==> src/hdl/midpoint_ellipse_rasterizer_macros.svh <==
// Assertion macros used by the ellipse rasterizer core.
`ifndef MIDPOINT_ELLIPSE_RASTERIZER_MACROS_SVH
`define MIDPOINT_ELLIPSE_RASTERIZER_MACROS_SVH

// Property checked at every rising clock edge outside reset.
`define EMR_ASSERT(label, prop, msg) \
    label: assert property (@(posedge i_clk) disable iff (!i_rst_n) (prop)) else $error(msg);

// Condition that must never hold outside reset.
`define EMR_NEVER(label, cond, msg) \
    label: assert property (@(posedge i_clk) disable iff (!i_rst_n) !(cond)) else $error(msg);

`endif

==> src/hdl/emr_pkg.sv <==
// Shared types and constants of the midpoint ellipse rasterizer.
package emr_pkg;

    localparam int DW        = 48;  // decision and slope width
    localparam int AXIS_W    = 10;
    localparam int CENTER_W  = 11;
    localparam int SQ_W      = 2 * AXIS_W;
    localparam int STEP_X_W  = 11;
    localparam int STEP_Y_W  = 12;
    localparam int PIX_W     = 13;
    localparam int MUL_A_W   = 33;
    localparam int MUL_B_W   = 13;
    localparam int MUL_P_W   = MUL_A_W + MUL_B_W;
    localparam int CFG_IDX_W = 2;
    localparam int CFG_DAT_W = 11;

    localparam logic [CFG_IDX_W-1:0] CFG_CENTER_X    = 2'd0;
    localparam logic [CFG_IDX_W-1:0] CFG_CENTER_Y    = 2'd1;
    localparam logic [CFG_IDX_W-1:0] CFG_SEMI_AXIS_X = 2'd2;
    localparam logic [CFG_IDX_W-1:0] CFG_SEMI_AXIS_Y = 2'd3;

    typedef enum logic [1:0] {
        PH_IDLE = 2'd0,
        PH_REG1 = 2'd1,
        PH_REG2 = 2'd2,
        PH_DONE = 2'd3
    } t_phase;

    typedef enum logic [4:0] {
        ST_IDLE,
        ST_SQA,
        ST_SQB,
        ST_SQC,
        ST_INIT,
        ST_RES1,
        ST_D2B,
        ST_D2C,
        ST_D2D,
        ST_D2E,
        ST_D2F,
        ST_D2G,
        ST_RES2,
        ST_CHECK,
        ST_UPD1,
        ST_UPD2,
        ST_UPD3,
        ST_EMIT
    } t_state;

    typedef struct packed {
        logic [CENTER_W-1:0] center_x;
        logic [CENTER_W-1:0] center_y;
        logic [AXIS_W-1:0]   semi_axis_x;
        logic [AXIS_W-1:0]   semi_axis_y;
    } t_cfg;

    typedef struct packed {
        logic signed [PIX_W-1:0] pixel_x;
        logic signed [PIX_W-1:0] pixel_y;
        logic                    last_of_point;
        logic                    ellipse_done;
    } t_pix;

endpackage

==> src/hdl/emr_mul.sv <==
// Shared signed multiplier with registered product.
module emr_mul (
    input  logic                                i_clk,
    input  logic signed [emr_pkg::MUL_A_W-1:0]  i_a,
    input  logic signed [emr_pkg::MUL_B_W-1:0]  i_b,
    output logic signed [emr_pkg::DW-1:0]       o_prod
);

    logic signed [emr_pkg::MUL_P_W-1:0] w_prod;
    logic signed [emr_pkg::DW-1:0]      r_prod;

    assign w_prod = i_a * i_b;

    always_ff @(posedge i_clk) begin
        r_prod <= {{(emr_pkg::DW - emr_pkg::MUL_P_W){w_prod[emr_pkg::MUL_P_W-1]}}, w_prod};
    end

    assign o_prod = r_prod;

endmodule

==> src/hdl/emr_core.sv <==
// Sequencer and datapath of the midpoint ellipse rasterizer.
`include "midpoint_ellipse_rasterizer_macros.svh"

module emr_core (
    input  logic            i_clk,
    input  logic            i_rst_n,
    input  emr_pkg::t_cfg   i_cfg,
    input  logic            i_in_valid,
    output logic            o_in_ready,
    input  logic            i_restart,
    output logic            o_out_valid,
    input  logic            i_out_ready,
    output emr_pkg::t_pix   o_pix
);

    emr_pkg::t_state r_state, n_state;
    emr_pkg::t_phase r_phase;

    logic                                  r_restart;
    logic                                  r_post;   // resolving after an update
    logic                                  r_p1;
    logic                                  r_br;
    logic [1:0]                            r_cnt;
    logic [emr_pkg::SQ_W-1:0]              r_a2, r_b2;
    logic [emr_pkg::STEP_X_W-1:0]          r_step_x, r_px;
    logic signed [emr_pkg::STEP_Y_W-1:0]   r_step_y, r_py;
    logic signed [emr_pkg::DW-1:0]         r_sdx, r_sdy, r_dec, r_acc;

    logic signed [emr_pkg::MUL_A_W-1:0]    w_mul_a;
    logic signed [emr_pkg::MUL_B_W-1:0]    w_mul_b;
    logic signed [emr_pkg::DW-1:0]         w_prod;
    logic signed [emr_pkg::DW-1:0]         w_a2x, w_b2x;
    logic signed [emr_pkg::MUL_B_W-1:0]    w_tx, w_ty;
    logic                                  w_res1_go;
    logic                                  w_dec_pos;

    emr_mul u_mul (
        .i_clk  (i_clk),
        .i_a    (w_mul_a),
        .i_b    (w_mul_b),
        .o_prod (w_prod)
    );

    assign w_a2x = $signed({{(emr_pkg::DW - emr_pkg::SQ_W){1'b0}}, r_a2});
    assign w_b2x = $signed({{(emr_pkg::DW - emr_pkg::SQ_W){1'b0}}, r_b2});
    assign w_tx  = $signed({1'b0, r_step_x, 1'b1});
    assign w_ty  = $signed({r_step_y[emr_pkg::STEP_Y_W-1], r_step_y})
                   - $signed(emr_pkg::MUL_B_W'(1));
    assign w_res1_go = (r_phase == emr_pkg::PH_REG1) && !(r_sdx < r_sdy);
    assign w_dec_pos = !r_dec[emr_pkg::DW-1] && (r_dec != '0);

    // next state
    always_comb begin
        n_state = r_state;
        unique case (r_state)
            emr_pkg::ST_IDLE:  if (i_in_valid) n_state = emr_pkg::ST_SQA;
            emr_pkg::ST_SQA:   n_state = emr_pkg::ST_SQB;
            emr_pkg::ST_SQB:   n_state = emr_pkg::ST_SQC;
            emr_pkg::ST_SQC:   n_state = r_restart ? emr_pkg::ST_INIT : emr_pkg::ST_CHECK;
            emr_pkg::ST_INIT:  n_state = emr_pkg::ST_RES1;
            emr_pkg::ST_RES1:  n_state = w_res1_go ? emr_pkg::ST_D2B : emr_pkg::ST_RES2;
            emr_pkg::ST_D2B:   n_state = emr_pkg::ST_D2C;
            emr_pkg::ST_D2C:   n_state = emr_pkg::ST_D2D;
            emr_pkg::ST_D2D:   n_state = emr_pkg::ST_D2E;
            emr_pkg::ST_D2E:   n_state = emr_pkg::ST_D2F;
            emr_pkg::ST_D2F:   n_state = emr_pkg::ST_D2G;
            emr_pkg::ST_D2G:   n_state = emr_pkg::ST_RES2;
            emr_pkg::ST_RES2:  n_state = r_post ? emr_pkg::ST_EMIT : emr_pkg::ST_CHECK;
            emr_pkg::ST_CHECK: begin
                if (r_phase == emr_pkg::PH_REG1 || r_phase == emr_pkg::PH_REG2)
                    n_state = emr_pkg::ST_UPD1;
                else
                    n_state = emr_pkg::ST_IDLE;
            end
            emr_pkg::ST_UPD1:  n_state = emr_pkg::ST_UPD2;
            emr_pkg::ST_UPD2:  n_state = emr_pkg::ST_UPD3;
            emr_pkg::ST_UPD3:  n_state = emr_pkg::ST_RES1;
            emr_pkg::ST_EMIT:  if (i_out_ready && r_cnt == 2'd3) n_state = emr_pkg::ST_IDLE;
            default:           n_state = emr_pkg::ST_IDLE;
        endcase
    end

    // outputs and multiplier operands
    always_comb begin
        o_in_ready  = (r_state == emr_pkg::ST_IDLE);
        o_out_valid = (r_state == emr_pkg::ST_EMIT);
        w_mul_a     = '0;
        w_mul_b     = '0;
        unique case (r_state)
            emr_pkg::ST_SQA: begin
                w_mul_a = $signed({{(emr_pkg::MUL_A_W - emr_pkg::AXIS_W){1'b0}}, i_cfg.semi_axis_x});
                w_mul_b = $signed({{(emr_pkg::MUL_B_W - emr_pkg::AXIS_W){1'b0}}, i_cfg.semi_axis_x});
            end
            emr_pkg::ST_SQB: begin
                w_mul_a = $signed({{(emr_pkg::MUL_A_W - emr_pkg::AXIS_W){1'b0}}, i_cfg.semi_axis_y});
                w_mul_b = $signed({{(emr_pkg::MUL_B_W - emr_pkg::AXIS_W){1'b0}}, i_cfg.semi_axis_y});
            end
            emr_pkg::ST_SQC, emr_pkg::ST_D2E: begin
                w_mul_a = $signed({{(emr_pkg::MUL_A_W - emr_pkg::SQ_W){1'b0}}, r_a2});
                w_mul_b = $signed({{(emr_pkg::MUL_B_W - emr_pkg::AXIS_W){1'b0}}, i_cfg.semi_axis_y});
            end
            emr_pkg::ST_RES1: begin
                w_mul_a = $signed({{(emr_pkg::MUL_A_W - emr_pkg::SQ_W){1'b0}}, r_b2});
                w_mul_b = w_tx;
            end
            emr_pkg::ST_D2B: begin
                w_mul_a = $signed(w_prod[emr_pkg::MUL_A_W-1:0]);
                w_mul_b = w_tx;
            end
            emr_pkg::ST_D2C: begin
                w_mul_a = $signed({{(emr_pkg::MUL_A_W - emr_pkg::SQ_W){1'b0}}, r_a2});
                w_mul_b = w_ty;
            end
            emr_pkg::ST_D2D: begin
                w_mul_a = $signed(w_prod[emr_pkg::MUL_A_W-1:0]);
                w_mul_b = w_ty;
            end
            emr_pkg::ST_D2F: begin
                w_mul_a = $signed(w_prod[emr_pkg::MUL_A_W-1:0]);
                w_mul_b = $signed({{(emr_pkg::MUL_B_W - emr_pkg::AXIS_W){1'b0}}, i_cfg.semi_axis_y});
            end
            default: begin
                w_mul_a = '0;
                w_mul_b = '0;
            end
        endcase
    end

    // control state
    always_ff @(posedge i_clk) begin
        if (!i_rst_n) begin
            r_state <= emr_pkg::ST_IDLE;
            r_phase <= emr_pkg::PH_IDLE;
            r_cnt   <= '0;
            r_post  <= 1'b0;
        end else begin
            r_state <= n_state;
            unique case (r_state)
                emr_pkg::ST_IDLE: r_post <= 1'b0;
                emr_pkg::ST_INIT: r_phase <= emr_pkg::PH_REG1;
                emr_pkg::ST_D2G:  r_phase <= emr_pkg::PH_REG2;
                emr_pkg::ST_RES2: begin
                    if (r_phase == emr_pkg::PH_REG2 && r_step_y[emr_pkg::STEP_Y_W-1])
                        r_phase <= emr_pkg::PH_IDLE;
                end
                emr_pkg::ST_UPD3: r_post <= 1'b1;
                emr_pkg::ST_EMIT: if (i_out_ready) r_cnt <= r_cnt + 2'd1;
                default: ;
            endcase
        end
    end

    // datapath
    always_ff @(posedge i_clk) begin
        unique case (r_state)
            emr_pkg::ST_IDLE: if (i_in_valid) r_restart <= i_restart;
            emr_pkg::ST_SQB:  r_a2 <= w_prod[emr_pkg::SQ_W-1:0];
            emr_pkg::ST_SQC:  r_b2 <= w_prod[emr_pkg::SQ_W-1:0];
            emr_pkg::ST_INIT: begin
                r_step_x <= '0;
                r_step_y <= $signed({{(emr_pkg::STEP_Y_W - emr_pkg::AXIS_W){1'b0}},
                                     i_cfg.semi_axis_y});
                r_sdx    <= '0;
                r_sdy    <= w_prod <<< 1;
                r_dec    <= (w_b2x <<< 2) - (w_prod <<< 2) + w_a2x;
            end
            emr_pkg::ST_D2C:  r_acc <= w_prod;
            emr_pkg::ST_D2E:  r_acc <= r_acc + (w_prod <<< 2);
            emr_pkg::ST_D2G:  r_dec <= r_acc - (w_prod <<< 2);
            emr_pkg::ST_CHECK: begin
                r_px <= r_step_x;
                r_py <= r_step_y;
            end
            emr_pkg::ST_UPD1: begin
                r_p1 <= (r_phase == emr_pkg::PH_REG1);
                if (r_phase == emr_pkg::PH_REG1) begin
                    r_br     <= r_dec[emr_pkg::DW-1];
                    r_step_x <= r_step_x + 1'b1;
                    r_sdx    <= r_sdx + (w_b2x <<< 1);
                    if (!r_dec[emr_pkg::DW-1]) begin
                        r_step_y <= r_step_y - $signed(emr_pkg::STEP_Y_W'(1));
                        r_sdy    <= r_sdy - (w_a2x <<< 1);
                    end
                end else begin
                    r_br     <= w_dec_pos;
                    r_step_y <= r_step_y - $signed(emr_pkg::STEP_Y_W'(1));
                    r_sdy    <= r_sdy - (w_a2x <<< 1);
                    if (!w_dec_pos) begin
                        r_step_x <= r_step_x + 1'b1;
                        r_sdx    <= r_sdx + (w_b2x <<< 1);
                    end
                end
            end
            emr_pkg::ST_UPD2: begin
                unique case ({r_p1, r_br})
                    2'b11:   r_acc <= r_sdx + w_b2x;
                    2'b10:   r_acc <= r_sdx - r_sdy + w_b2x;
                    2'b01:   r_acc <= w_a2x - r_sdy;
                    default: r_acc <= r_sdx - r_sdy + w_a2x;
                endcase
            end
            emr_pkg::ST_UPD3: r_dec <= r_dec + (r_acc <<< 2);
            default: ;
        endcase
    end

    // pixel order: (+x,+y), (-x,+y), (+x,-y), (-x,-y)
    logic [emr_pkg::PIX_W-1:0] w_cx, w_cy, w_ox, w_oy;
    assign w_cx = {2'b00, i_cfg.center_x};
    assign w_cy = {2'b00, i_cfg.center_y};
    assign w_ox = {2'b00, r_px};
    assign w_oy = {r_py[emr_pkg::STEP_Y_W-1], r_py};

    always_comb begin
        o_pix.pixel_x       = $signed(r_cnt[0] ? (w_cx - w_ox) : (w_cx + w_ox));
        o_pix.pixel_y       = $signed(r_cnt[1] ? (w_cy - w_oy) : (w_cy + w_oy));
        o_pix.last_of_point = (r_cnt == 2'd3);
        o_pix.ellipse_done  = (r_phase == emr_pkg::PH_IDLE);
    end

    `EMR_NEVER(a_no_overlap, o_in_ready && o_out_valid, "input and output active together")
    `EMR_ASSERT(a_busy_after_accept, i_in_valid && o_in_ready |=> !o_in_ready, "ready after accept")
    `EMR_ASSERT(a_last_ends, o_out_valid && i_out_ready && o_pix.last_of_point |=> o_in_ready, "block not idle after last pixel")
    `EMR_ASSERT(a_phase_held, r_state == emr_pkg::ST_EMIT && $past(r_state == emr_pkg::ST_EMIT) |-> $stable(r_phase), "phase moved during emit")
    `EMR_ASSERT(a_update_live, r_state == emr_pkg::ST_UPD1 |-> (r_phase == emr_pkg::PH_REG1 || r_phase == emr_pkg::PH_REG2), "update outside a region")

endmodule

==> src/hdl/midpoint_ellipse_rasterizer.sv <==
// Top level of the midpoint ellipse rasterizer: ports and configuration registers.
//
//  channel  | direction | carries
//  s_axis   | in        | tdata[0] restart
//  m_axis   | out       | tdata pixel_x, pixel_y; tlast last_of_point; tuser ellipse_done
//  cfg      | in        | index 0..3: center_x, center_y, semi_axis_x, semi_axis_y
//
// A restart does more work than an advance before its first pixel, and both do more when
// the point enters region two; all products share one 33x13 multiplier.
// Pixels leave one per cycle while m_axis is ready (stalls hold them), so the next request
// is taken only after the last pixel of a point or after a tick that draws nothing.
// Synchronous reset clears configuration and leaves the block idle/done.
// Configuration is accepted every cycle and must only change while idle.
module midpoint_ellipse_rasterizer (
    input  logic                               i_clk,
    input  logic                               i_rst_n,
    input  logic                               i_s_axis_tvalid,
    output logic                               o_s_axis_tready,
    input  logic [7:0]                         i_s_axis_tdata,   // [0] restart
    output logic                               o_m_axis_tvalid,
    input  logic                               i_m_axis_tready,
    output logic [31:0]                        o_m_axis_tdata,   // [12:0] pixel_x, [25:13] pixel_y
    output logic                               o_m_axis_tlast,
    output logic                               o_m_axis_tuser,   // [0] ellipse_done
    input  logic                               i_cfg_valid,
    output logic                               o_cfg_ready,
    input  logic [emr_pkg::CFG_IDX_W-1:0]      i_cfg_index,
    input  logic [emr_pkg::CFG_DAT_W-1:0]      i_cfg_data
);

    emr_pkg::t_cfg r_cfg;
    emr_pkg::t_pix w_pix;

    assign o_cfg_ready = 1'b1;

    always_ff @(posedge i_clk) begin
        if (!i_rst_n) begin
            r_cfg <= '0;
        end else if (i_cfg_valid) begin
            unique case (i_cfg_index)
                emr_pkg::CFG_CENTER_X:    r_cfg.center_x    <= i_cfg_data;
                emr_pkg::CFG_CENTER_Y:    r_cfg.center_y    <= i_cfg_data;
                emr_pkg::CFG_SEMI_AXIS_X: r_cfg.semi_axis_x <= i_cfg_data[emr_pkg::AXIS_W-1:0];
                emr_pkg::CFG_SEMI_AXIS_Y: r_cfg.semi_axis_y <= i_cfg_data[emr_pkg::AXIS_W-1:0];
                default: ;
            endcase
        end
    end

    emr_core u_core (
        .i_clk       (i_clk),
        .i_rst_n     (i_rst_n),
        .i_cfg       (r_cfg),
        .i_in_valid  (i_s_axis_tvalid),
        .o_in_ready  (o_s_axis_tready),
        .i_restart   (i_s_axis_tdata[0]),
        .o_out_valid (o_m_axis_tvalid),
        .i_out_ready (i_m_axis_tready),
        .o_pix       (w_pix)
    );

    assign o_m_axis_tdata = {6'b0, w_pix.pixel_y, w_pix.pixel_x};
    assign o_m_axis_tlast = w_pix.last_of_point;
    assign o_m_axis_tuser = w_pix.ellipse_done;

endmodule

==> config.mk <==
export PLATFORM = sky130hd
export DESIGN_NAME = midpoint_ellipse_rasterizer
export DESIGN_NICKNAME = d
export VERILOG_FILES = /design/src/hdl/emr_pkg.sv /design/src/hdl/emr_mul.sv /design/src/hdl/emr_core.sv /design/src/hdl/midpoint_ellipse_rasterizer.sv
export VERILOG_INCLUDE_DIRS = /design/src /design/src/hdl
export SDC_FILE = /design/constraint.sdc
export NUM_CORES = 2
export LEC_CHECK = 0
export ABC_AREA = 1
export BUFFER_PORTS_ARGS = -buffer_cell sky130_fd_sc_hd__buf_2
export CAP_MARGIN = 20
export CORE_MARGIN = 2
export CORE_UTILIZATION = 61
export CTS_BUF_LIST = sky130_fd_sc_hd__clkbuf_2
export CTS_CLUSTER_DIAMETER = 200
export DETAILED_ROUTE_END_ITERATION = 12
export PLACE_DENSITY = 0.84
export SLEW_MARGIN = 20
export SYNTH_ARGS = -nofsm -noshare
export SYNTH_HDL_FRONTEND = slang
export SYNTH_HIERARCHICAL = 1
export SYNTH_SLANG_ARGS = --single-unit
==> constraint.sdc <==
create_clock -name i_clk -period 6.5 [get_ports i_clk]
set_input_delay 0.325 -clock i_clk [delete_from_list [all_inputs] [get_ports i_clk]]
set_output_delay 0.325 -clock i_clk [all_outputs]
set_load 0.01 [all_outputs]
==> results.yml, run 1 <==
outcome:
  status: "stopped before the end"
  lastStage: "global routing"
  error_line: "[ERROR GRT-0232] Routing congestion too high. Check the congestion heatmap in the GUI."
yosys:
  synth.avg_cell_area_um2: 6.64
  synth-seq-area-share_pct: 18.0
  synth_edf_count: 279
  ys.flop_type: "edfxtp_1"
  async_reset_ff_share_pct: 0
  ys_warn_count: 6
  yosysTopAreaCell: "edfxtp_1"
  ys_ff_latch: 377
  synthTopCellsByArea: "edfxtp_1 15%, fa_1 14%, nand2_1 14%, inv_1 11%, ha_1 9.9%"
  synth_top_area_share_pct: 14.6
  syn_inst: 8655
  synthDistinctLibCells: 70
  syn-cell-area_um2: 57500
grt:
  grt_overflow_total: 97
  grt_max_degree: 78
  track_usage_pct: 63.2
placement:
  globalplace.congestion: 1.09
  hpwl_um: 191000
  portBuffers: 48
  dp.cells: 10100
clock_network:
  root_buffer: "clkbuf_2"
  cts_buffers: 108
  ctsHtreeMaxLevel: 3
  clock_sinks: 377
  clockBufferDepth: 3
floorplan:
  fp.dieW_um: 311
  start_util_pct: 61.6
  die_y_um: 311
  ios: 63
  core.rowCount: 112
timing:
  grt_worst_setup_endpoint: "u_core/u_mul/o_prod[27]$_DFF_P_/D"
  endpoint_type: "sequential cell input"
-- cell families after synthesis --
| family | Yosys count | synth area share [%] |
|---|---|---|
| and+or+nand+nor | 3850 | 28.1 |
| buffers and inverters | 1912 | 12.6 |
| AOI/OAI and AO/OA | 1472 | 14.3 |
| adders and majority gates | 865 | 24.2 |
| DFF | 377 | 18.0 |
| xor gates and xnor gates | 176 | 2.68 |
| other | 2 | 0.0131 |
| muxes | 1 | 0.0174 |
-- synth_stat cells, types with 47 or more instances --
master,n
nand4_1,99
inv_1,1662
clkbuf_1,161
o211ai_1,57
xnor2_1,47
xor2_1,129
nor2_1,856
ha_1,453
nand2_1,2149
nand3_1,416
nor3_1,76
fa_1,412
nand2_2,57
dfxtp_1,98
a21oi_1,660
o21ai_0,463
edfxtp_1,279
a31oi_1,53
-- routing by layer --
layer	track usage (%)	overflow
met1	65.2	3
met5	26.4	0
met4	56.0	37
met2	85.2	54
met3	40.4	3
-- through the flow --
step | setup slack (ns) | utilization, % | area, um^2
3_5_place_dp | -0.430 | 66.1 | 61700
2_1_floorplan | 0.0225 | - | 57500
3_3_place_gp | -0.219 | 66.1 | 61700
4_1_cts | -0.150 | 69.1 | 64500
-- what timing repair did --
action | CTS
hold endpoints to repair | 54
gates resized for setup | 211
pin swaps | 58
endpoints found under the setup margin | 33
buffers inserted | 26
gates cloned | 4
hold buffers | 51
==> inputs of run 2 (changes only) <==
Settings changed: CORE_UTILIZATION 61 to 40, CTS_BUF_LIST sky130_fd_sc_hd__clkbuf_2 to default, CTS_CLUSTER_DIAMETER 200 to default, PLACE_DENSITY 0.84 to default, PLACE_DENSITY_LB_ADDON from default to 0.15.
Clock period 6.5 ns to 8.5 ns, I/O delays scaled along.
==> run 2 against run 1 <==
Compared with the run above: the run now ends clean; synthesized cell count unchanged; area after synthesis did not move.
==> results.yml, run 2 <==
outcome:
  status: "finished clean"
grt:
  antenna_found_initial: 2
  grt_pass1_wl_um: 346000
  grt_overflow_total: 0
  grt_use_met2_pct: 53.0
  use_met1_pct: 40.8
  met3_usage_pct: 2.58
  grt_busiest_layer: "met2"
  grt_max_degree: 72
  track_usage_pct: 31.2
  grt_pass1_vias: 56800
route:
  post_drt_wl_per_cell_um: 22.0
  wl_um: 232000
  drc: 0
  vias: 57000
  routed_via_density: 5.39
  ant_nets: 0
  drt_pre_antenna_iters: 6
  drtIter0Drc: 4882
clock_network:
  clockBufferDepth: 3
  cts.clk_slew.worst_paths_ns: 0.06
  cts_tree: "built"
  ctsHtreeMaxLevel: 2
  clock_sinks: 377
  post_cts_buffers: 0
  cts_buffers: 49
  root_buffer: "clkbuf_16"
  clock_latency_ns: 0.66
finish:
  design_area_um2: 61800
  areaGrowthSynthToFinish_pct: 7.48
  nNetsFinal: 9513
  reg_top3: "u_core/r_acc (48), u_core/r_dec (48)"
  utilization_pct: 43.2
  drive_gt1_share_pct: 5.33
  layout_common_cells: "2145 x nand2_1, 1660 x inv_1, 845 x nor2_1, 659 x a21oi_1, 454 x o21ai_0"
  layout_commonest_cell: "nand2_1"
critical_path:
  crit_path_end_kind: "register"
  cp.arrival_ns: 8.03
  critPathMaxFanout: 16
  path_class: "register to register"
  cpPeakStageDelay_ns: 0.72
  start_kind: "register"
  cp_common_cell: "inv_1"
  reg2reg_depth: 31
  cp_slowest_cell: "fa_1"
  cp_data_required_time_ns: 9.03
floorplan:
  start_util_pct: 40.2
  core.rowCount: 139
  die_y_um: 383
  coreArea_um2: 143000
  ios: 63
  dieArea_um2: 147000
  fp.dieW_um: 383
timing:
  rsz0062_at_grt: "no"
  post-route-period-util_pct: 88.3
  worst_pin_slew_ns: 1.11
  hold_violations: 0
  relSlewSlack_pct: 25.7
  finalClockSkew_ns: 0.0417
  min_period_ns: 7.51
  slew_viol_final: 0
  max_freq_mhz: 133
  tns_ns: 0
  holdWs_ns: 0.0746
  setup_viol: 0
yosys:
  synth_top_area_share_pct: 14.6
  async_reset_ff_share_pct: 0
  synth_common_cells: "2149 x nand2_1, 1662 x inv_1, 856 x nor2_1"
  ys_warn_count: 6
  syn-cell-area_um2: 57500
  synthTopCellsByArea: "edfxtp_1 15%, fa_1 14%, nand2_1 14%, inv_1 11%, ha_1 9.9%"
  yosys.cell_count.top_type: "nand2_1"
  syn_inst: 8655
  ys_ff_latch: 377
  ys.flop_type: "edfxtp_1"
  synthDistinctLibCells: 70
  yosysTopAreaCell: "edfxtp_1"
  synth-seq-area-share_pct: 18.0
  synth.avg_cell_area_um2: 6.64
  synth_edf_count: 279
hold_path:
  hold_class: "primary input to register"
  min_path_cells: 3
power:
  switching_share_pct: 49.0
  peakVddDrop_uv: 154
  p_seq_share_pct: 24.9
  power_density_nw_per_um2: 166
  switchingPower_mw: 5.04
  leakage_nw: 31.3
  internal_power_mw: 5.24
  p_clk_share_pct: 21.9
  p_comb_share_pct: 53.2
placement:
  hpwl_um: 196000
  globalplace.congestion: 1.01
  dpl-instance-area_um2: 60100
  portBuffers: 48
job:
  maxCapViolCount: 0
-- run 2: cell counts after synthesis --
No cell type changed its count.
-- run 2: cells by family (layout without fill, tap and decap cells) --
kind of cell             Yosys count  in the layout  synth area share, %
multiplexers                       1              1               0.0174
buffers and inverters           1912           1915                 12.6
XOR/XNOR                         176            176                 2.68
adder cells (fa/ha/maj)          865            865                 24.2
AO/OA/AOI/OAI                   1472           1472                 14.3
flip-flops                       377            377                 18.0
AND/OR/NAND/NOR                 3850           3850                 28.1
other                              2              8               0.0131
-- run 2: what timing repair did --
item,CTS,global route
hold endpoints to repair,1,0
gates resized for setup,0,0
hold buffers,1,0
-- run 2: power by group through the flow --
stage	registers (mW)	logic, mW	clock network, mW
floorplan	2.44	3.65	0
global placement	2.59	5.32	0
detailed placement	2.59	5.33	0
CTS	2.55	5.38	2.30
global route	2.57	6.01	2.35
finish	2.56	5.46	2.25
-- run 2: final timing paths --
check | from | to | slack [ns]
worst max-delay path | u_core/r_state[0] | u_core/u_mul/o_prod[43] | 0.99
worst min-delay path | i_cfg_data[10] | r_cfg[30] | 0.07
worst max register to register | u_core/r_state[0] | u_core/u_mul/o_prod[43] | 0.99
worst min register to register | u_core/r_phase[1] | u_core/r_phase[1] | 0.49
-- run 2: layout make-up --
class / count / area (um^2)
clock inverter: 25 / 220
timing repair buffer: 134 / 1010
clock buffer: 67 / 1480
fill: 15200 / 81400
inverter: 1689 / 6340
antenna: 1 / 2.50
sequential: 377 / 10300
multi-input combinational: 6371 / 40000
tap: 1903 / 2380
-- run 2: critical path: cells and delay by family, from the launching register on --
kind / cells / cell delay [ns]
AND/OR/NAND/NOR: 12 / 1.67
buffers and inverters: 10 / 1.40
AO/OA/AOI/OAI: 2 / 0.57
adder cells (fa/ha/maj): 7 / 3.37
flip-flops: 1 / 0.36
-- run 2: per-stage QoR --
| step | power (mW) | instances | setup WS, ns |
|---|---|---|---|
| after global placement | 7.91 | 10500 | 1.13 |
| after CTS | 10.2 | 10600 | 1.07 |
| after global routing | 10.9 | 10600 | 0.545 |
| final | 10.3 | 10600 | 0.992 |
| after detailed placement | 7.92 | 10500 | 1.12 |
| after floorplan | 6.09 | 8660 | 2.02 |
-- run 2: routing by layer --
layer	part of all wire, %	wire [um]	vias up
li1	-	-	27500
met1	43	100000	27200
met2	47	108000	1887
met3	5.7	13200	375
met4	4.6	10700	2
met5	0.0052	12	-
(Power assumes the default switching activity.)
